## config.mk

```make
export PLATFORM = sky130hd
export DESIGN_NAME = pmls_accum
export DESIGN_NICKNAME = d
export VERILOG_FILES = /design/src/periodic_markov_log_score_assert.svh /design/src/pmls_pkg.sv /design/src/pmls_accum.sv
export SDC_FILE = /design/constraint.sdc
export NUM_CORES = 1
export LEC_CHECK = 0
export CAP_MARGIN = 20
export CORE_UTILIZATION = 30
export DETAILED_ROUTE_END_ITERATION = 8
export DONT_BUFFER_PORTS = 1
export PLACE_DENSITY = 0.56
export SLEW_MARGIN = 0
export SYNTH_ARGS = -nofsm -noshare
export SYNTH_HDL_FRONTEND = slang
export SYNTH_SLANG_ARGS = --single-unit
```

## constraint.sdc

```tcl
create_clock -name clk -period 3.74 [get_ports clk]
set_input_delay 0.561 -clock clk [delete_from_list [all_inputs] [get_ports clk]]
set_output_delay 0.561 -clock clk [all_outputs]
set_load 0.02 [all_outputs]
```

## src/periodic_markov_log_score_assert.svh

```systemverilog
// assertion macros for the periodic markov log score block
`ifndef PERIODIC_MARKOV_LOG_SCORE_ASSERT_SVH
`define PERIODIC_MARKOV_LOG_SCORE_ASSERT_SVH

// same-cycle implication, quiet while reset is high
`define PMLS_ASSERT_IMPL(label, ante, cons, msg) \
  label: assert property (@(posedge clk) disable iff (rst) (ante) |-> (cons)) \
    else $error(msg);

// next-cycle implication, quiet while reset is high
`define PMLS_ASSERT_NEXT(label, ante, cons, msg) \
  label: assert property (@(posedge clk) disable iff (rst) (ante) |=> (cons)) \
    else $error(msg);

`endif

```

## src/pmls_pkg.sv

```systemverilog
// types and constants shared by the periodic markov log score block
`timescale 1ns / 1ps

package pmls_pkg;

  localparam int ENTRY_W = 20;
  localparam int ACC_W = 48;
  localparam int ORDER_W = 3;
  localparam int PERIOD_W = 2;
  localparam int CFG_INDEX_W = 1;
  localparam int CFG_DATA_W = 3;

  // table geometry, fixed by the item field widths
  localparam int MAX_ORDER = 5;
  localparam int MAX_PERIOD = 3;
  localparam int SYMBOL_BITS = 2;
  localparam int WORD_BITS = SYMBOL_BITS * (MAX_ORDER + 1);
  localparam int TABLE_DEPTH = MAX_PERIOD * (2 ** WORD_BITS);
  localparam int TABLE_ADDR_W = $clog2(TABLE_DEPTH);

  // opcodes
  localparam logic OP_WRITE = 1'b0;
  localparam logic OP_SCORE = 1'b1;

  // register indexes
  localparam logic [CFG_INDEX_W-1:0] REG_MODEL_ORDER = 1'd0;
  localparam logic [CFG_INDEX_W-1:0] REG_FRAME_PERIOD = 1'd1;

  localparam logic [ORDER_W-1:0] MODEL_ORDER_RST = 3'd5;
  localparam logic [PERIOD_W-1:0] FRAME_PERIOD_RST = 2'd3;

  // most negative entry marks probability zero
  localparam logic signed [ENTRY_W-1:0] ENTRY_ZERO_PROB = {1'b1, {(ENTRY_W-1){1'b0}}};
  localparam logic signed [ACC_W-1:0] ACC_MIN = {1'b1, {(ACC_W-1){1'b0}}};
  localparam logic signed [ACC_W-1:0] ACC_MAX = {1'b0, {(ACC_W-1){1'b1}}};

  typedef struct packed {
    logic                      opcode;
    logic [1:0]                table_frame;
    logic [WORD_BITS-1:0]      table_word;
    logic signed [ENTRY_W-1:0] table_value;
    logic [SYMBOL_BITS-1:0]    symbol;
    logic                      last;
  } in_item_t;

  typedef struct packed {
    logic signed [ACC_W-1:0] score;
    logic                    saturated;
  } out_item_t;

  // score beat handed from the address stage to the accumulate stage
  typedef struct packed {
    logic valid;
    logic last;
  } pmls_issue_t;

endpackage

```

## src/pmls_accum.sv

```systemverilog
// accumulate stage: saturating sum and result register
`timescale 1ns / 1ps

module pmls_accum import pmls_pkg::*; (
  input  logic                      clk,
  input  logic                      rst,
  input  pmls_issue_t               issue,
  input  logic signed [ENTRY_W-1:0] rd_data,
  input  logic                      out_stall,
  output logic                      adv,
  output logic                      out_valid,
  output out_item_t                 out_data
);

  localparam logic signed [ACC_W:0] SUM_MIN = {ACC_MIN[ACC_W-1], ACC_MIN};
  localparam logic signed [ACC_W:0] SUM_MAX = {ACC_MAX[ACC_W-1], ACC_MAX};

  logic                    s1_valid;
  logic                    s1_last;
  logic                    s1_fire;
  logic signed [ACC_W-1:0] acc;
  logic signed [ACC_W-1:0] acc_next;
  logic                    sat;
  logic                    sat_next;
  logic signed [ACC_W:0]   sum;

  // only a final beat needs a free result register
  assign adv = !(s1_valid && s1_last && out_valid && out_stall);
  assign s1_fire = s1_valid && adv;

  assign sum = (ACC_W+1)'(acc) + (ACC_W+1)'(rd_data);

  always_comb begin
    acc_next = acc;
    sat_next = sat;
    if (rd_data == ENTRY_ZERO_PROB || sat) begin
      acc_next = ACC_MIN;
      sat_next = 1'b1;
    end else if (sum <= SUM_MIN) begin
      acc_next = ACC_MIN;
      sat_next = 1'b1;
    end else if (sum > SUM_MAX) begin
      acc_next = ACC_MAX;
    end else begin
      acc_next = ACC_W'(sum);
    end
  end

  always_ff @(posedge clk) begin
    if (rst) begin
      s1_valid <= 1'b0;
      acc <= '0;
      sat <= 1'b0;
      out_valid <= 1'b0;
    end else begin
      if (adv) begin
        s1_valid <= issue.valid;
      end
      if (s1_fire) begin
        if (s1_last) begin
          acc <= '0;
          sat <= 1'b0;
        end else begin
          acc <= acc_next;
          sat <= sat_next;
        end
      end
      if (s1_fire && s1_last) begin
        out_valid <= 1'b1;
      end else if (!out_stall) begin
        out_valid <= 1'b0;
      end
    end
  end

  always_ff @(posedge clk) begin
    if (adv) begin
      s1_last <= issue.last;
    end
    if (s1_fire && s1_last) begin
      out_data.score <= acc_next;
      out_data.saturated <= sat_next;
    end
  end

endmodule
```

# Yosys cells after proc, flatten, opt, wreduce, memory -nomap -nowiden
# Cells that the tools add are included.
dict set report word_totals {
  regBits 101
  in_bits 25
  output_inout_bits 51
  wordCells 28
}
dict set report op_classes {
  n_addsub 1
  n_lt_le_gt_ge 2
  eq_ne 2
  muxes 9
  n_reduce_logical 7
}
# cell count
set op_table {}
lappend op_table {{$mux W48} 4}
lappend op_table {{$add A48 B20 Y49} 1}
lappend op_table {{$gt A49 B48 Y1 const B} 1}
lappend op_table {{$le A49 B48 Y1 const B} 1}
lappend op_table {{$eq A20 B20 Y1 const B} 1}
lappend op_table {{$logic_and A1 B1 Y1} 5}
lappend op_table {{$mux W1} 5}
lappend op_table {{$ne A2 B1 Y1 const B} 1}
lappend op_table {{$logic_not A1 Y1} 1}
lappend op_table {{$logic_or A1 B1 Y1} 1}

# Logic depth before layout (Yosys ltp)
# Gate-level depths: netlist (run 1).
dict set report depth {
  word_depth 7
  mapped_depth 16
  depth_no_buf 14
}

# Worst setup path after synthesis (run 1)
# OpenSTA, ideal clock, no wires.
dict set report synth_path {
  kind {input to register}
  startpoint {input port rd_data[0]}
  endpoint {register out_data[14] (netlist bit) (data pin)}
  setup_time_ns 0.257
  arrival_ns 3.566
  required_ns 3.483
  setup_slack_ns -0.083
  cell_stages 16
  n_path_buf 2
  path_cell_list {ha_1 > inv_1 > fa_1 > nand2b_1 > a211oi_1 > nor2_1 > xor2_1 > nand3_1 > a2111oi_0 > nand4_1 > nor4_1 > and4_1 > a21o_1 > buf_6 > buf_2 > nor2_1}
}
dict set report synth_between {
  elab_chain_cells 5
  elab_cells_between_ends 8
  classes_between {1 x add/sub; 2 x order compare; 1 x eq/ne; 3 x mux; 1 x reduce/logical}
}
# element line_no
set synth_rtl {}
lappend synth_rtl {{start, declared} pmls_accum.sv:8} ;# input logic signed [ENTRY_W-1:0] rd_data,
lappend synth_rtl {{$add A48 B20 Y49} pmls_accum.sv:31} ;# assign sum = (ACC_W+1)'(acc) + (ACC_W+1)'(rd_data);
lappend synth_rtl {{$gt A49 B48 Y1} pmls_accum.sv:42} ;# end else if (sum > SUM_MAX) begin
lappend synth_rtl {{$mux W48} pmls_accum.sv:42}
lappend synth_rtl {{$mux W48} pmls_accum.sv:39} ;# end else if (sum <= SUM_MIN) begin
lappend synth_rtl {{$mux W48 (*)} pmls_accum.sv:36} ;# if (rd_data == ENTRY_ZERO_PROB || sat) begin
lappend synth_rtl {{via acc_next[13]} pmls_accum.sv:22} ;# logic signed [ACC_W-1:0] acc_next;
lappend synth_rtl {{end, declared} pmls_accum.sv:12} ;# output out_item_t out_data
# Mark *: on every way through the listed nets, which the timed path passes. The rest lies on a longest branch.
# A chain may end at the register's enable or synchronous reset.

# Final worst setup path (run 1)
dict set report layout_path {
  startpoint {register acc[0]}
  endpoint {register sat}
}
dict set report layout_between {
  elab_chain_cells 5
}
# element line_no
set layout_rtl {}
lappend layout_rtl {{start, declared} pmls_accum.sv:21} ;# logic signed [ACC_W-1:0] acc;
lappend layout_rtl {{start signal, assigned} pmls_accum.sv:64} ;# acc <= acc_next;
lappend layout_rtl {{$add A48 B20 Y49} pmls_accum.sv:31}
lappend layout_rtl {{$le A49 B48 Y1} pmls_accum.sv:39}
lappend layout_rtl {{$mux W1} pmls_accum.sv:39}
lappend layout_rtl {{$mux W1} pmls_accum.sv:36}
lappend layout_rtl {{$mux W1} pmls_accum.sv:60} ;# if (s1_last) begin
lappend layout_rtl {{end signal, assigned} pmls_accum.sv:65} ;# sat <= sat_next;
lappend layout_rtl {{end, declared} pmls_accum.sv:23} ;# logic sat;
# Every way passes these cells.

==> results by group, run 1 <==
Cells and area
  – Area Growth Syn to Fin: 45.7%
  – Fill cells: 2297
  – Share of layout cells above drive strength 1: 0.387
  – NumNets Final: 1173
  – Antenna diodes: 0
  – Area taken by flip-flops and latches: 0.00252 sq mm
  – Most frequent cells in the layout: buf_4, nand2_1, nor2_1
  – Area of the multi-input gates: 0.00505 sq mm
  – Final non-filler cell area: 0.0105 sq mm
  – Commonest non-fill, non-tap cell in the layout: buf_4
  – Final Non-Filler Cells: 1423
  – Final Util: 0.446

Floorplanning
  – Starting density of the core: 0.306
  – Core box area: 0.0235 sq mm
  – Die height: 157 microns
  – Die width: 157 microns
  – Io pins: 76
  – Cell Rows: 56
  – Die area: 0.0246 sq mm

Clocking
  – CTS tree: done
  – Clk_lat worst skew: 370 ps
  – CTS Root Cell: clkbuf_16
  – Reg clk slew, reported paths: 80 ps
  – CTS H-tree lvls: 3
  – CTS Buf Count: 9
  – Clock sinks: 101
  – CTS Hold Buffers Added: 0
  – Clk buf depth: 2

STA
  – Normalized max-slew margin: 0.315
  – Final clock skew: 10.4 ps
  – Final worst-path cycle share: 1.00
  – Final Max Slew Viols: 0
  – Unrepaired setup endpoints after global routing: true
  – Min Tclk post-route: 3750 ps
  – Least-Margin Pin Slew: 1030 ps
  – Slack of the critical path: -6.63 ps
  – Peak Freq: 0.267 GHz
  – # setup viols final: 1
  – Setup TNS: -6.63 ps
  – Final Hold Fails: 0

Synthesis
  – Seq/Total Area, Yosys: 0.351
  – Syn_nets: 957
  – Synth warn: 0
  – Post-synth ARST share: 0
  – Most common flop cell mapped by yosys: dfxtp_1
  – Post-synth cell types: 67
  – Register bit total from synthesis: 101
  – Post-synth EDFFs: 50
  – Synthesized cell area: 0.00719 sq mm
  – Mapped Avg Cell Area: 8.14 sq um
  – Post-Synthesis Cells: 883

Placement
  – Post-DP HPWL: 19.4 mm
  – Port bufs: 0
  – Placed insts: 1380
  – Total placed instance area: 0.00918 sq mm
  – GP Congestion: 0.916
  – Post-place setup slack: -487 ps

Routing
  – DR pass1 iterations: 5
  – Residual DRC: 0
  – DRT antenna net count: 0
  – Total routed wirelength: 26.8 mm
  – DRT iter0 DRCs: 489
  – WL/cell: 18.8 microns
  – Via count: 7645
  – Via/cell ratio: 5.37

Global routing
  – Initial antenna violation count: 0
  – Number of global-route vias before repair: 7577
  – Remaining Overflow, GRT: 0
  – First-pass GRT wire length: 42.0 mm
  – Overall routing resource usage: 0.222
  – Largest net degree at the start of global routing: 49

Critical path
  – Worst setup SP type: flip-flop
  – Worst Path Required: 4000 ps
  – Crit Path Class: reg2reg
  – CP Capture Type: flip-flop
  – CP max FO: 6
  – Crit path DAT: 4010 ps

Run status
  – Status: finished with violations
  – Failing checks: setup timing

Job
  – Max_cap viols: 0

Pwr
  – PD cells: 337 mW/mm^2
  – Maximum vdd drop: 0.162 mV
  – Static leakage: 4.26 nW

Worst hold path
  – Hold crit path type: in2reg
[state kept, by name, summed over array words and instances (netlist names)]
signal     count
acc           48
out_data      49
out_valid      1
s1_last        1
s1_valid       1
sat            1
[layout make-up]
type | instances | share of cell area
clock buffer | 9 | 0.0215
clock inverter | 7 | 0.00597
inverter | 14 | 0.00502
multi-input combinational | 718 | 0.483
sequential | 101 | 0.241
tap | 319 | 0.0381
timing repair buffer | 255 | 0.206
[cell usage after synthesis, types with 12 or more instances]
library cell / instances / area share
ha_1: 48 / 0.084
o21a_1: 13 / 0.014
xnor2_1: 19 / 0.023
edfxtp_1: 50 / 0.21
a21bo_2: 17 / 0.024
xor2_1: 19 / 0.023
nor3_1: 12 / 0.0084
o21ai_1: 14 / 0.0097
clkbuf_1: 36 / 0.019
o21ai_0: 109 / 0.076
inv_1: 14 / 0.0073
a21oi_1: 80 / 0.056
nor4_1: 12 / 0.010
dfxtp_1: 51 / 0.14
nand2_1: 113 / 0.059
nor2_1: 99 / 0.052
nand4_1: 22 / 0.019
[kinds of logic after synthesis]
kind of cell             share of synthesized area
multiplexers                               0.00278
AO/OA/AOI/OAI                                0.278
flip-flops                                   0.351
AND/OR/NAND/NOR                              0.198
adder cells (fa/ha/maj)                     0.0863
XOR/XNOR                                    0.0463
buffers and inverters                       0.0384
[critical path, cell delays in order (launching register included)]
cell and delay, ps:
dfxtp_2 370, ha_4 140, inv_2 40, fa_2 350
nand2b_4 160, a211oi_4 300, buf_4 180, o21a_1 140
o211ai_1 140, a31oi_1 290, buf_4 160, xor2_2 170
nor2_2 80, and4_1 200, and4_1 200, a21o_4 240
buf_12 160, buf_16 140, a22o_1 190
[stage by stage]
stage,hold WS [ps],power (mW)
5_1_grt,241,3.69
4_1_cts,240,3.43
6_report,250,3.53
2_1_floorplan,429,1.85
3_3_place_gp,440,2.32
3_5_place_dp,445,2.33
[per-layer routing]
layer	share of wire	wire length, microns	GRT usage	vias to the layer above
li1	-	-	-	3712
met1	0.47	12700	0.300	3666
met2	0.44	11800	0.347	221
met3	0.058	1550	0.0438	46
met4	0.031	828	0.0840	0
met5	0	0	0	-
[timing repair]
item,CTS,global route
setup endpoints to repair,96,96
setup buffers,16,5
resized for setup,60,126
pin swaps,28,34
cloned,5,4
[report_power, final]
| part | internal [mW] | switching [mW] | total [mW] |
|---|---|---|---|
| sequential | 1.25 | 0.0598 | 1.31 |
| clock | 0.461 | 0.474 | 0.935 |
| combinational | 0.590 | 0.698 | 1.29 |
| total | 2.30 | 1.23 | 3.53 |
[path summary, 6_finish.rpt]
path / from / slack (ps) / to / cells past startpoint
max: acc[0] / -7 / sat / 18
min: rst / 250 / s1_valid / 1
min reg2reg: acc[17] / 450 / acc[17] / 2
max reg2reg: acc[0] / -7 / sat / 18
Note: power is estimated with default switching activity, not from simulation.
==> inputs of run 2 (changes only) <==
--- a/config.mk
+++ b/config.mk
@@ -6,6 +6,7 @@
 export NUM_CORES = 1
 export LEC_CHECK = 0
 export CAP_MARGIN = 20
+export CORE_ASPECT_RATIO = 2
 export CORE_UTILIZATION = 30
 export DETAILED_ROUTE_END_ITERATION = 8
 export DONT_BUFFER_PORTS = 1
==> run 2 against run 1 <==
The run ends with DRC, setup timing left. Clock skew decreased by 3.8 ps. Sequential power hardly changed. Register-to-register slack lost 50 ps. Sequential share of layout area is 0.11 points lower. Via count rose by 1.9%. Combinational power up 4%. First-iteration DRC count decreased by 23%. Utilization increased by 0.44 points. Critical path depth shrank 2. Total power up 1.8%. Non-clock buffer count up 6. Final cell count down 2.2%. Critical endpoint unchanged.
==> results by group, run 2 (synthesis gave the netlist of run 1 again) <==
STA
  – Min Tclk post-route: 3800 ps
  – Peak Freq: 0.263 GHz
  – Final Max Slew Viols: 0
  – Final Hold Fails: 0
  – # setup viols final: 10
  – Normalized max-slew margin: 0.599
  – Final worst-path cycle share: 1.02
  – Slack of the critical path: -56.5 ps
  – Final clock skew: 6.57 ps
  – Least-Margin Pin Slew: 597 ps
  – Unrepaired setup endpoints after global routing: true

Clocking
  – Reg clk slew, reported paths: 70 ps
  – Clock sinks: 101
  – CTS Hold Buffers Added: 0
  – CTS H-tree lvls: 3
  – CTS Buf Count: 9
  – CTS tree: done
  – Clk_lat worst skew: 370 ps
  – CTS Root Cell: clkbuf_16
  – Clk buf depth: 2

Pwr
  – Static leakage: 4.23 nW
  – PD cells: 340 mW/mm^2
  – Clock Power Share: 0.264
  – Sequential Power Share: 0.364
  – Internal power: 2.38 mW
  – Net Switching: 1.21 mW
  – Net Sw Frac: 0.336
  – Maximum vdd drop: 0.236 mV
  – Gate power share: 0.373

Run status
  – Failing checks: DRC, setup timing
  – Status: finished with violations

Cells and area
  – Share of layout cells above drive strength 1: 0.378
  – Area taken by flip-flops and latches: 0.00253 sq mm
  – Biggest registers after layout: out_data (49), acc (48)
  – Area Growth Syn to Fin: 46.8%
  – Flip-flop count of the largest register after layout: 49
  – Fill cells: 2267
  – NumNets Final: 1179
  – Area of the multi-input gates: 0.00508 sq mm
  – Final Util: 0.451
  – Largest register by flop count: out_data
  – Commonest non-fill, non-tap cell in the layout: buf_4
  – Most frequent cells in the layout: buf_4, nand2_1, o21ai_0
  – Final non-filler cell area: 0.0106 sq mm
  – Antenna diodes: 0

Global routing
  – Remaining Overflow, GRT: 0
  – Initial antenna violation count: 0
  – Overall routing resource usage: 0.239
  – First-pass GRT wire length: 44.2 mm
  – Largest net degree at the start of global routing: 49
  – Number of global-route vias before repair: 8005

Critical path
  – Reg-to-reg critical path startpoint: acc[1]
  – Crit path DAT: 4070 ps
  – CP max FO: 5
  – Worst Path Required: 4010 ps
  – Worst setup SP type: flip-flop
  – Crit Path Class: reg2reg
  – CP Launch Point: acc[1]
  – CP Capture Type: flip-flop

Placement
  – Post-DP HPWL: 22.4 mm
  – Port bufs: 0
  – GP Congestion: 0.970
  – Total placed instance area: 0.00913 sq mm

Floorplanning
  – Io pins: 76
  – Die width: 111 microns
  – Starting density of the core: 0.307
  – Die area: 0.0246 sq mm
  – Cell Rows: 79
  – Die height: 221 microns
  – Core box area: 0.0234 sq mm

Routing
  – WL/cell: 21.4 microns
  – Residual DRC: 8
  – DRT iter0 DRCs: 376
  – Via count: 7790
  – Total routed wirelength: 29.8 mm
  – DR pass1 iterations: 8
  – DRT antenna net count: 0
  – Via/cell ratio: 5.60

Worst hold path
  – Hold path startpoint: rst
  – Hold crit path type: in2reg

Job
  – Max_cap viols: 0
==> run 2: changes by cell type in the layout (fill, tap and decap cells not counted), moves of 4 or more <==
cell     before  now
o21ai_0      68   94
o21ai_2      33   16
nor2_2       18    6
o21ai_1      22   12
ha_1         47   38
ha_4          1   10
nor2_1       75   83
buf_6         0    7
nor2_4        6   10
==> run 2: repair_timing <==
action / 4_1_cts / 5_1_grt
pin swaps: 23 / 42
hold endpoints to repair: 0 / 0
gates resized for setup: 67 / 92
gates cloned: 5 / 4
endpoints found under the setup margin: 96 / 96
buffers inserted: 19 / 8
==> run 2: area by class of cell <==
| type | instances | share of cell area |
|---|---|---|
| multi-input combinational | 718 | 0.481 |
| inverter | 14 | 0.00498 |
| timing repair buffer | 261 | 0.214 |
| clock buffer | 11 | 0.0220 |
| sequential | 101 | 0.240 |
| clock inverter | 4 | 0.00462 |
| tap | 283 | 0.0335 |
==> run 2: worst paths after layout <==
path	endpoint	slack [ps]	cells past startpoint
worst max register to register	sat	-60	16
worst min register to register	acc[20]	460	2
worst max-delay path	sat	-60	16
worst min-delay path	out_valid	240	1
==> run 2: metrics by stage <==
| stage | TNS, ps | power (mW) | hold WS [ps] | instances | setup slack [ps] |
|---|---|---|---|---|---|
| after global routing | -6430 | 3.72 | 236 | 1392 | -115 |
| after CTS | 0 | 3.47 | 231 | 1382 | 0.519 |
| after floorplan | 0 | 1.85 | 429 | 883 | 43.0 |
| after global placement | -44100 | 2.36 | 439 | 1344 | -540 |
| final | -168 | 3.59 | 243 | 1392 | -56.5 |
| after detailed placement | -54110 | 2.37 | 451 | 1344 | -655 |
==> run 2: worst max-delay path: stages (launching register included) <==
cell and delay, ps:
dfxtp_4 360, ha_4 270, a211oi_4 70, o31ai_4 370
a21oi_2 110, buf_6 150, or4_4 510, o211a_4 200
o31ai_4 280, xnor2_2 110, and3_4 200, and4_1 210
a21o_4 240, buf_12 140, buf_12 140, buf_16 130
a22o_1 180
==> run 2: layer usage <==
layer / global-route usage / share of wire / up-vias
met2: 0.462 / 0.55 / 248
met4: 0.190 / 0.090 / 0
met1: 0.215 / 0.33 / 3730
met3: 0.0383 / 0.035 / 111
met5: 0 / 0 / -
li1: - / - / 3701
==> run 2: power groups by stage <==
stage          Clock (mW)  Sequential [mW]  Combinational (mW)
2_1_floorplan           0             1.32               0.527
3_3_place_gp            0             1.33                1.03
3_5_place_dp            0             1.33                1.04
4_1_cts             0.969             1.31                1.19
5_1_grt             0.990             1.31                1.42
6_report            0.947             1.31                1.34
