<file path="src/periodic_markov_log_score_assert.svh">
// assertion macros for the periodic markov log score block
`ifndef PERIODIC_MARKOV_LOG_SCORE_ASSERT_SVH
`define PERIODIC_MARKOV_LOG_SCORE_ASSERT_SVH

// same-cycle implication, quiet while reset is high
`define PMLS_ASSERT_IMPL(label, ante, cons, msg) \
  label: assert property (@(posedge clk) disable iff (rst) (ante) |-> (cons)) \
    else $error(msg);

// next-cycle implication, quiet while reset is high
`define PMLS_ASSERT_NEXT(label, ante, cons, msg) \
  label: assert property (@(posedge clk) disable iff (rst) (ante) |=> (cons)) \
    else $error(msg);

`endif

</file>
<file path="src/pmls_pkg.sv">
// types and constants shared by the periodic markov log score block
`timescale 1ns / 1ps

package pmls_pkg;

  localparam int ENTRY_W = 20;
  localparam int ACC_W = 48;
  localparam int ORDER_W = 3;
  localparam int PERIOD_W = 2;
  localparam int CFG_INDEX_W = 1;
  localparam int CFG_DATA_W = 3;

  // table geometry, fixed by the item field widths
  localparam int MAX_ORDER = 5;
  localparam int MAX_PERIOD = 3;
  localparam int SYMBOL_BITS = 2;
  localparam int WORD_BITS = SYMBOL_BITS * (MAX_ORDER + 1);
  localparam int TABLE_DEPTH = MAX_PERIOD * (2 ** WORD_BITS);
  localparam int TABLE_ADDR_W = $clog2(TABLE_DEPTH);

  // opcodes
  localparam logic OP_WRITE = 1'b0;
  localparam logic OP_SCORE = 1'b1;

  // register indexes
  localparam logic [CFG_INDEX_W-1:0] REG_MODEL_ORDER = 1'd0;
  localparam logic [CFG_INDEX_W-1:0] REG_FRAME_PERIOD = 1'd1;

  localparam logic [ORDER_W-1:0] MODEL_ORDER_RST = 3'd5;
  localparam logic [PERIOD_W-1:0] FRAME_PERIOD_RST = 2'd3;

  // most negative entry marks probability zero
  localparam logic signed [ENTRY_W-1:0] ENTRY_ZERO_PROB = {1'b1, {(ENTRY_W-1){1'b0}}};
  localparam logic signed [ACC_W-1:0] ACC_MIN = {1'b1, {(ACC_W-1){1'b0}}};
  localparam logic signed [ACC_W-1:0] ACC_MAX = {1'b0, {(ACC_W-1){1'b1}}};

  typedef struct packed {
    logic                      opcode;
    logic [1:0]                table_frame;
    logic [WORD_BITS-1:0]      table_word;
    logic signed [ENTRY_W-1:0] table_value;
    logic [SYMBOL_BITS-1:0]    symbol;
    logic                      last;
  } in_item_t;

  typedef struct packed {
    logic signed [ACC_W-1:0] score;
    logic                    saturated;
  } out_item_t;

  // score beat handed from the address stage to the accumulate stage
  typedef struct packed {
    logic valid;
    logic last;
  } pmls_issue_t;

endpackage

</file>
<file path="src/pmls_front.sv">
// address stage: word history, frame counter and table access requests
`timescale 1ns / 1ps

module pmls_front import pmls_pkg::*; (
  input  logic                      clk,
  input  logic                      rst,
  input  logic                      accept,
  input  in_item_t                  item,
  input  logic [ORDER_W-1:0]        model_order,
  input  logic [PERIOD_W-1:0]       frame_period,
  output logic                      wr_en,
  output logic [TABLE_ADDR_W-1:0]   wr_addr,
  output logic signed [ENTRY_W-1:0] wr_data,
  output logic                      rd_en,
  output logic [TABLE_ADDR_W-1:0]   rd_addr,
  output pmls_issue_t               issue
);

  localparam int FRAME_W = (MAX_PERIOD > 1) ? $clog2(MAX_PERIOD) : 1;
  localparam int CNT_W = FRAME_W + 2;

  logic [WORD_BITS-1:0]   word_history;
  logic [WORD_BITS-1:0]   word_history_next;
  logic [WORD_BITS-1:0]   word_mask;
  logic [FRAME_W-1:0]     frame_counter;
  logic [FRAME_W-1:0]     frame_counter_next;
  logic [ORDER_W-1:0]     order_eff;
  logic [CNT_W-1:0]       period_eff;
  logic [CNT_W-1:0]       frame_inc;
  logic                   is_score;
  logic                   frame_ok;

  assign is_score = (item.opcode == OP_SCORE);

  // clamp registers to what the table was built for
  always_comb begin
    order_eff = (model_order > ORDER_W'(MAX_ORDER)) ? ORDER_W'(MAX_ORDER) : model_order;
    period_eff = (frame_period == '0) ? CNT_W'(1) : CNT_W'(frame_period);
    if (period_eff > CNT_W'(MAX_PERIOD)) begin
      period_eff = CNT_W'(MAX_PERIOD);
    end
  end

  // keep order+1 symbols of history
  always_comb begin
    for (int g = 0; g <= MAX_ORDER; g++) begin
      word_mask[g*SYMBOL_BITS +: SYMBOL_BITS] =
        (ORDER_W'(g) <= order_eff) ? {SYMBOL_BITS{1'b1}} : {SYMBOL_BITS{1'b0}};
    end
  end

  assign word_history_next =
    ((word_history << SYMBOL_BITS) | WORD_BITS'(SYMBOL_BITS'(item.symbol))) & word_mask;

  assign frame_inc = CNT_W'(frame_counter) + CNT_W'(1);
  assign frame_counter_next = (frame_inc >= period_eff) ? '0 : FRAME_W'(frame_inc);

  always_ff @(posedge clk) begin
    if (rst) begin
      word_history <= '0;
      frame_counter <= '0;
    end else if (accept && is_score) begin
      if (item.last) begin
        word_history <= '0;
        frame_counter <= '0;
      end else begin
        word_history <= word_history_next;
        frame_counter <= frame_counter_next;
      end
    end
  end

  // writes to a frame outside the table are dropped
  assign frame_ok = (CNT_W'(item.table_frame) < CNT_W'(MAX_PERIOD));

  assign wr_en = accept && !is_score && frame_ok;
  assign wr_addr = TABLE_ADDR_W'({FRAME_W'(item.table_frame), WORD_BITS'(item.table_word)});
  assign wr_data = item.table_value;

  assign rd_en = accept && is_score;
  assign rd_addr = TABLE_ADDR_W'({frame_counter, word_history_next});

  assign issue.valid = accept && is_score;
  assign issue.last = item.last;

endmodule

</file>
<file path="config.mk">
export PLATFORM = sky130hd
export DESIGN_NAME = pmls_front
export DESIGN_NICKNAME = d
export VERILOG_FILES = /design/src/periodic_markov_log_score_assert.svh /design/src/pmls_pkg.sv /design/src/pmls_front.sv
export SDC_FILE = /design/constraint.sdc
export NUM_CORES = 1
export LEC_CHECK = 0
export BUFFER_PORTS_ARGS = -buffer_cell sky130_fd_sc_hd__buf_2
export CAP_MARGIN = 20
export CORE_MARGIN = 4
export CORE_UTILIZATION = 34
export DETAILED_ROUTE_END_ITERATION = 16
export GPL_TIMING_DRIVEN = 0
export HOLD_SLACK_MARGIN = 0.02
export PLACE_DENSITY_LB_ADDON = 0.05
export SYNTH_ARGS = -nofsm -noshare
export SYNTH_HDL_FRONTEND = slang
export SYNTH_SLANG_ARGS = --single-unit
</file>
<file path="constraint.sdc">
create_clock -name clk -period 1.56 [get_ports clk]
set_clock_uncertainty 0.1 [all_clocks]
set_input_delay 0.234 -clock clk [delete_from_list [all_inputs] [get_ports clk]]
set_output_delay 0.234 -clock clk [all_outputs]
set_load 0.02 [all_outputs]
</file>
# Word-level counts from Yosys, hierarchy flattened
# Cells that the tools add are included.
dict set report word_totals {
  register_bits 12
  input_bits 46
  out_inout_bits 52
  word_cells 32
}
dict set report op_classes {
  n_addsub 1
  order_cmp 10
  n_mux 12
  n_bitwise 2
  reduce_logical 5
}
# op count
set op_table {}
lappend op_table {{2-bit two-way mux} 9}
lappend op_table {{12-bit bitwise AND} 1}
lappend op_table {{12-bit by 2-bit OR with 12-bit output} 1}
lappend op_table {{10-bit two-way mux} 1}
lappend op_table {{1-bit by 3-bit <= comparator with 1-bit output, first input constant} 2}
lappend op_table {{2-bit by 3-bit <= comparator with 1-bit output, first input constant} 2}
lappend op_table {{3-bit <= comparator, first input constant} 2}
lappend op_table {{3-bit by 4-bit >= comparator with 1-bit output} 1}
lappend op_table {{4-bit two-way mux} 1}
lappend op_table {{2-bit by 1-bit adder with 3-bit output, second input constant} 1}
lappend op_table {{3-bit greater-than comparator, second input constant} 1}
lappend op_table {{1-bit logical AND} 3}
lappend op_table {{3-bit two-way mux} 1}
lappend op_table {{2-bit greater-than comparator, second input constant} 1}
lappend op_table {{2-bit zero test} 1}
lappend op_table {{2-bit less-than comparator, second input constant} 1}
lappend op_table {{1-bit zero test} 1}

# Depth between registers and ports, before layout
# Gate-level depths: netlist of run 1.
dict set report logic_depth {
  ltp_word 7
  ltp_mapped 5
  depth_no_buf 5
}

# Least setup slack after synthesis of run 1
# No wires, ideal clock.
dict set report synth_timing {
  path_type {reg-to-reg}
  from {reg frame_counter[0]}
  to {reg frame_counter[0]}
  setup_ps 132
  t_arrival_ps 1323
  required_time_ps 1328
  setup_slack_ps 5
  path_stages_with_launch 6
  path_buffers 0
  path_cell_list {dfxtp_1 ha_1 ha_1 inv_1 o2111ai_1 a21oi_1}
}
dict set report synth_via {
  elab_chain_len 4
}
# element line
set synth_rtl {}
lappend synth_rtl {{start, declared} pmls_front.sv:25} ;# logic [FRAME_W-1:0] frame_counter;
lappend synth_rtl {{start signal, assigned} pmls_front.sv:68} ;# frame_counter <= frame_counter_next;
lappend synth_rtl {{2-bit by 1-bit adder with 3-bit output (*)} pmls_front.sv:55} ;# assign frame_inc = CNT_W'(frame_counter) + CNT_W'(1);
lappend synth_rtl {{3-bit by 4-bit >= comparator with 1-bit output} pmls_front.sv:56} ;# assign frame_counter_next = (frame_inc >= period_eff) ? '0 : FRAME_W'(frame_inc);
lappend synth_rtl {{2-bit two-way mux (*)} pmls_front.sv:56}
lappend synth_rtl {{2-bit two-way mux (*)} pmls_front.sv:63} ;# if (item.last) begin
# Every way passes the cells marked *; elsewhere a longest branch is shown, timed or not.
# A chain may end at the register's enable or synchronous reset.

# Worst setup path in the final report of run 1
# Same ends and word-level chain as after synthesis.

==> reports/summary.md, run 1 <==
The met2 track demand over resource came out at 0.215. The H-tree depth was 1. The count of buffers added on input and output ports is 65.

Ranked by total cell area, the synthesized netlist is headed by buf_4 (30%), dfxtp_1 (27%), a21oi_1 (4.4%). Initial standard-cell utilization of the core: 0.362. The core region area came out at 2500 sq um.

Routing layer with the top usage in global route: met2. In this run, synthesis inferred 0 flip-flops with an integrated enable. The fraction of the cycle the final worst path needs was 0.954; the clock input transition at the sequential cells of the worst setup and hold paths was 80 ps.

The count of antenna diodes in the layout is 0, and the post-synthesis async set-or-reset flop share is 0. For the final routed database, the setup TNS stands at 0 ps. The final layout contains routed wiring with a total length of 2410 um. The clock sink total was 12; the pin slew with the least headroom to its limit was 425 ps. The worst-case IR drop observed on VDD is 0.384 mV. For the global placement routability congestion, the log shows 0.759. Number of cells on the worst reg-to-reg path: 5. The type of element launching the critical path was a register.

For the via count of the first global-routing pass, the log shows 885. For the worst setup path, the data required time is 1670 ps. The worst hold path terminates at word_history[8]. Clock tree buffer depth: 2.

The endpoint identified for the worst register-to-register timing path is frame_counter[0]. The floorplan step set the die width to 59.6 um. The finished cells cover 1330 sq um. The power density over the cells is 622 nW/um^2, and the initial antenna violation count is 0.

The die covers 3550 sq um. The first global-routing pass estimated 3460 um of wire. The count of TritonRoute iterations in the first routing pass was 4. The synthesized netlist occupies a cell area of 905 sq um. The cell depth of the worst min-delay path was 2; the detailed router's first-iteration violation count was 17. The static leakage was 0.000727 uW.

The row count is 18. The mean instance size in the synthesized netlist is 8.15 sq um. The run gives 0 as the global route total overflow. Entering global routing, the biggest net connects 11 pins.

The tools report the critical path capture point type as a register. The number of different library cells in the post-synthesis netlist came out at 26. The final number of hold-violating endpoints was 0; the height of the chip was 59.6 um. Of all cell types, the one taking the most synthesized area is buf_4. Setup violations remaining at the end of the flow were counted as 0.

The filler cells instantiated in the layout total 244. The routed via count divided by cell count works out to 4.56. Setup repair after global routing left no endpoint under its margin. After synthesis the netlist holds a flip-flop and latch count of 12.

The relative max-transition margin came out at 0.717. The total routing resource utilization after global routing came out at 0.129. The worst endpoint data arrival time came out at 1600 ps. The run gives 0 as the remaining design rule violation count. Summed over all nets, the half-perimeter wirelength after detailed placement is 2050 um. The run gives 231 as the number of nets in the layout. TritonCTS built the clock tree. The worst flop-to-flop path startpoint is frame_counter[0]. The number of nets in the synthesized netlist is 160.

The most instantiated flip-flop cell in the synthesis netlist is dfxtp_1. The met3 demand-to-capacity share in global routing is 0.0327, and the number of CTS-inserted buffers is 3. The fraction of met1 tracks used by global routing was 0.143. The total number of vias was 963. The clock period could shrink to 1490 ps. The synthesis-to-layout area growth is 47.4%, and the area share of the largest cell type after synthesis is 0.299.

The run finished with clean final reports. The root buffer cell chosen for the clock tree is clkbuf_4. In this run the worst path has a maximum fanout of 4. The critical path class was register to register. For the highest clock frequency the design can meet, the log shows 672 MHz. The gate count after technology mapping was 111. The count of nets left with antenna violations once routing finished came out at 0. The setup slack of the most critical reg-to-reg path is 70 ps.

The later pin in the worst-skew pair is clocked with a latency of 280 ps. During I/O placement, the number of pins put on the boundary was 98. The part of the Yosys area used for sequential elements came out at 0.266.

The class of the most critical hold timing path was input pin to register. After detailed routing, the average wire length per cell comes to 11.4 um. The tool flagged a number of max-cap violations equal to 0. For the final count of pins violating max slew, the log shows 0. For this run, the number of Yosys warnings is 0. The critical hold path startpoint was rst. The ratio of cells with drive above 1 in the final layout was 0.657; the placed cell area was 1270 sq um.
power breakdown:
| part | switching (uW) | leakage [uW] | internal, uW |
|---|---|---|---|
| registers | 2.60 | 0.0000981 | 308 |
| logic | 142 | 0.000608 | 123 |
| clock network | 111 | 0.0000210 | 142 |
| total | 256 | 0.000727 | 573 |
flip-flops by register name, summed over array words and instances, names as in the netlist:
register / flops
word_history: 10
frame_counter: 2
cell usage after synthesis, drive strengths merged (3+ instances only):
cell,count
dfxtp,12
buf,36
a21oi,8
nor2,4
nand2,9
clkbuf,4
inv,5
nand3b,4
ha,3
and2,4
through the flow:
step | setup WS (ps) | util | power [uW] | hold WS [ps] | cells
2_1_floorplan | 4.51 | - | 497 | 203 | 111
3_3_place_gp | 87.5 | 0.507 | 581 | 324 | 206
3_5_place_dp | -38.4 | 0.507 | 584 | 328 | 206
4_1_cts | 3.50 | 0.524 | 839 | 23.9 | 210
5_1_grt | 7.17 | 0.534 | 866 | 24.1 | 211
6_report | 71.2 | 0.534 | 829 | 26.8 | 211
per-layer routing:
| metal | vias to the layer above | part of all wire |
|---|---|---|
| li1 | 476 | - |
| met4 | 0 | 0.024 |
| met1 | 411 | 0.38 |
| met3 | 4 | 0.15 |
| met2 | 72 | 0.45 |
| met5 | - | 0 |
worst max-delay path by stage:
stage                           startpoint               end  slack [ps]  cells after the start
after global routing      frame_counter[0]  frame_counter[0]           7                      5
after global placement    frame_counter[0]  frame_counter[1]          90                      5
final                     frame_counter[0]  frame_counter[0]          70                      5
after floorplan           frame_counter[0]  frame_counter[0]           5                      5
after detailed placement  frame_counter[0]  frame_counter[0]         -40                      5
after CTS                 frame_counter[0]  frame_counter[0]           3                      5
kinds of logic (layout without fill, tap and decap cells):
| family | after synthesis | count (layout) | synth area share |
|---|---|---|---|
| simple gates | 33 | 33 | 0.223 |
| buf+inv | 45 | 115 | 0.336 |
| fa+ha+maj | 3 | 3 | 0.0415 |
| compound gates | 18 | 18 | 0.134 |
| flops | 12 | 12 | 0.266 |
layout make-up:
type / instances / area [sq um] / area share
clock buffer: 4 / 36.3 / 0.0272
timing repair buffer: 66 / 333 / 0.250
inverter: 5 / 18.8 / 0.0141
tap: 30 / 37.5 / 0.0281
buffer: 40 / 285 / 0.214
sequential: 12 / 245 / 0.184
multi-input combinational: 54 / 378 / 0.283
layout by cell type (no fill, tap or decap), types with 2 or more instances in the layout:
cell type / instances
or4b_1: 2
and2b_2: 2
nor3_2: 2
a32oi_1: 2
and3_2: 2
nor2_1: 4
clkbuf_4: 3
dfxtp_1: 10
a21oi_1: 8
and2_1: 2
ha_1: 2
and2_2: 2
o2111ai_1: 2
nand2_1: 9
inv_1: 5
buf_4: 37
a22oi_1: 2
buf_2: 65
nand3b_1: 4
clkbuf_1: 4
o21a_1: 2
critical path, cell delays in order, from the launching register on:
cell,delay (ps)
dfxtp_4,370
ha_4,240
ha_1,200
nor3_2,210
o2111ai_1,150
a21oi_1,150
repair_timing:
action	CTS	global route
hold buffers	0	0
resized for setup	1	4
pin swaps	0	3
setup buffers	0	1
endpoints found under the setup margin	2	2
Power figures use the tool's default switching activity.
==> inputs of run 2 (changes only) <==
Settings changed: CORE_MARGIN 4 to 3.
==> reports/summary.md, run 2 (same netlist as run 1, synthesis figures left out) <==
The clock period minus final worst setup slack is 1520 ps (+31.0 ps). The initial standard-cell utilization of the core was 0.362 (unchanged); the global route total overflow was 0 (unchanged). For the H-tree depth, the log shows 1 (unchanged). For the final standard cell count with taps included and fillers excluded, the log shows 211 (unchanged). The number of CTS-inserted buffers came out at 3 (unchanged). For the total number of vias, the log shows 955 (-0.83%). TritonCTS built the clock tree. The chip width was 57.6 um (-3.4%); the setup slack of the most critical reg-to-reg path was 40 ps (-30 ps). The logs give 0 (unchanged) for the number of setup violations in the final report and 0.000725 uW (-0.26%) for the static leakage.

The number of cells on the worst reg-to-reg path is 5 (unchanged), and the cell count after placement is 206 (unchanged). Clock root buffer: clkbuf_4. In the layout the commonest cells are buf_2 (65), buf_4 (36), dfxtp_1 (11), nand2_1 (9), a21oi_1 (8).

The run gives 0 (unchanged) as the number of max-cap violations. Maximum resistive drop on vdd: 0.400 mV (+3.9%). The tools report the global-route wire length before repair as 3480 um (+0.40%).

The detailed router's first-iteration violation count was 14 (-3); the core region area was 2500 sq um (unchanged). Detail-routed net length per standard cell: 10.8 um (-5.2%). The most common cell after layout, fill and taps aside was buf_2.

The fraction of the cycle the final worst path needs works out to 0.974 (+0.0199). The total I/O pin count is 98 (unchanged). Initial antenna violation count: 0 (unchanged).

The ratio of cells with drive above 1 in the final layout was 0.657 (unchanged). The register with the highest flop count is word_history. The global placement routability congestion is 0.772 (+1.7%).

The critical path class was register to register. In the final layout, the registers with the most flip-flops are word_history x10, frame_counter x2. The final hold slack came out at 137 ps (+111 ps). The row count was 18 (unchanged); the post-CTS setup-driven buffer insertion count was 0 (unchanged).

The logs give 270 ps (about the same) for the latest clock arrival within the worst-skew pair and 0 (unchanged) for the final count of pins violating max slew. The tools report the worst flop-to-flop path startpoint as frame_counter[0]. STA classifies the critical path endpoint as a register. The logs give 3320 sq um (-6.6%) for the die footprint and 658 MHz (-2.0%) for the highest clock frequency the design can meet. The logs give 874 (-1.2%) for the via count of the first global-routing pass and 0 (unchanged) for the number of nets with antenna violations after routing. The area of the multi-input gates is 393 sq um (+4.0%), and the routed via count divided by cell count is 4.53 (-0.83%). The power density over the cells works out to 614 nW/um^2 (-1.2%). The flip-flop count of the largest register after layout was 10 (unchanged). The worst register-to-register path ends at frame_counter[0]. The final number of hold-violating endpoints was 0 (unchanged). The tools report the sink of the worst hold path as word_history[0]. The synthesis-to-layout area growth is 49.0%. The clock sink total was 12 (unchanged); the placed cell area was 1270 sq um (unchanged). The pin slew with the least headroom to its limit is 448 ps (+23.3 ps). The run gives 2 (unchanged) as the clock tree buffer depth. The setup slack after layout is 40.2 ps (-31.0 ps). The worst setup path is launched from a register. Worst endpoint data arrival time: 1560 ps (-40 ps). The largest fanout on the critical path is 5 (+1), and the area taken by flip-flops and latches is 241 sq um (-1.5%).

The logs give 249 (+2.0%) for the number of filler instances in the final layout and 4 (unchanged) for the count of TritonRoute iterations in the first routing pass. The tools report the relative max-transition margin as 0.701 (-0.0155). For the pin count of the biggest net entering global routing, the log shows 11 (unchanged). The wire length reported by the detailed router was 2280 um (-5.2%). The tools report the critical path required time as 1600 ps (-70 ps).

Critical hold path startpoint: item[1]. The tools report the remaining design rule violation count as 0 (unchanged). For the sum of net half-perimeters after detailed placement, the log shows 1910 um (-6.7%). The run finished with clean final reports. Post-route cell area: 1350 sq um (+1.0%). The height of the chip is 57.6 um (-3.4%). The count of buffers from port buffering was 65 (unchanged). The count of antenna diodes in the layout is 0 (unchanged), and the setup slack at placement is 2.57 ps (+41.0 ps).

Class of the most critical hold timing path: input pin to register. The number of nets in the layout came out at 231 (unchanged). The cell depth of the worst min-delay path is 3 (+1). The total routing resource utilization after global routing is 0.131 (+0.00166), and the clock input transition at the sequential cells of the worst setup and hold paths is 80 ps (about the same).
==> run 2: layout make-up <==
cell class	instances	share of cell area
plain buffers	40	0.212
clock buffers	4	0.0269
inverters	5	0.0139
multi-input cells	54	0.292
flip-flops and latches	12	0.179
well taps	30	0.0279
repair buffers	66	0.249
==> run 2: metrics by stage <==
step / TNS, ps / power (uW) / util
after global placement: 0 / 580 / 0.507
after CTS: 0 / 831 / 0.524
after floorplan: 0 / 497 / -
final: 0 / 827 / 0.539
after detailed placement: 0 / 583 / 0.507
after global routing: -37.4 / 875 / 0.539
==> run 2: worst max-delay path, stage by stage (launching register included) <==
cell	delay (ps)
dfxtp_2	400
ha_4	220
ha_2	310
inv_1	60
o2111ai_1	210
a21oi_1	100
==> run 2: report_power, final <==
group | total, uW | internal (uW) | leakage, uW | switching [uW]
sequential | 312 | 309 | 0.0000973 | 2.82
clock | 246 | 142 | 0.0000210 | 104
combinational | 269 | 126 | 0.000607 | 144
total | 827 | 576 | 0.000725 | 251
==> run 2: routing by layer <==
metal,vias to the layer above,part of all wire,track usage
met4,0,0.0083,0.0695
met3,2,0.13,0.0249
met5,-,0,0
met2,70,0.49,0.224
met1,409,0.37,0.152
li1,474,-,-
==> run 2: timing repair <==
item / CTS / global route
endpoints found under the setup margin: 2 / 2
hold endpoints to repair: 0 / 1
hold buffers: 0 / 1
pin swaps: 0 / 2
resized for setup: 1 / 5
gates cloned: 0 / 0
==> run 2: worst max-delay path by stage <==
stage                             endpoint        startpoint
after CTS                 frame_counter[1]  frame_counter[0]
after floorplan           frame_counter[0]  frame_counter[0]
after global routing      frame_counter[0]  frame_counter[0]
after detailed placement  frame_counter[1]  frame_counter[0]
after global placement    frame_counter[1]  frame_counter[0]
final                     frame_counter[0]  frame_counter[0]
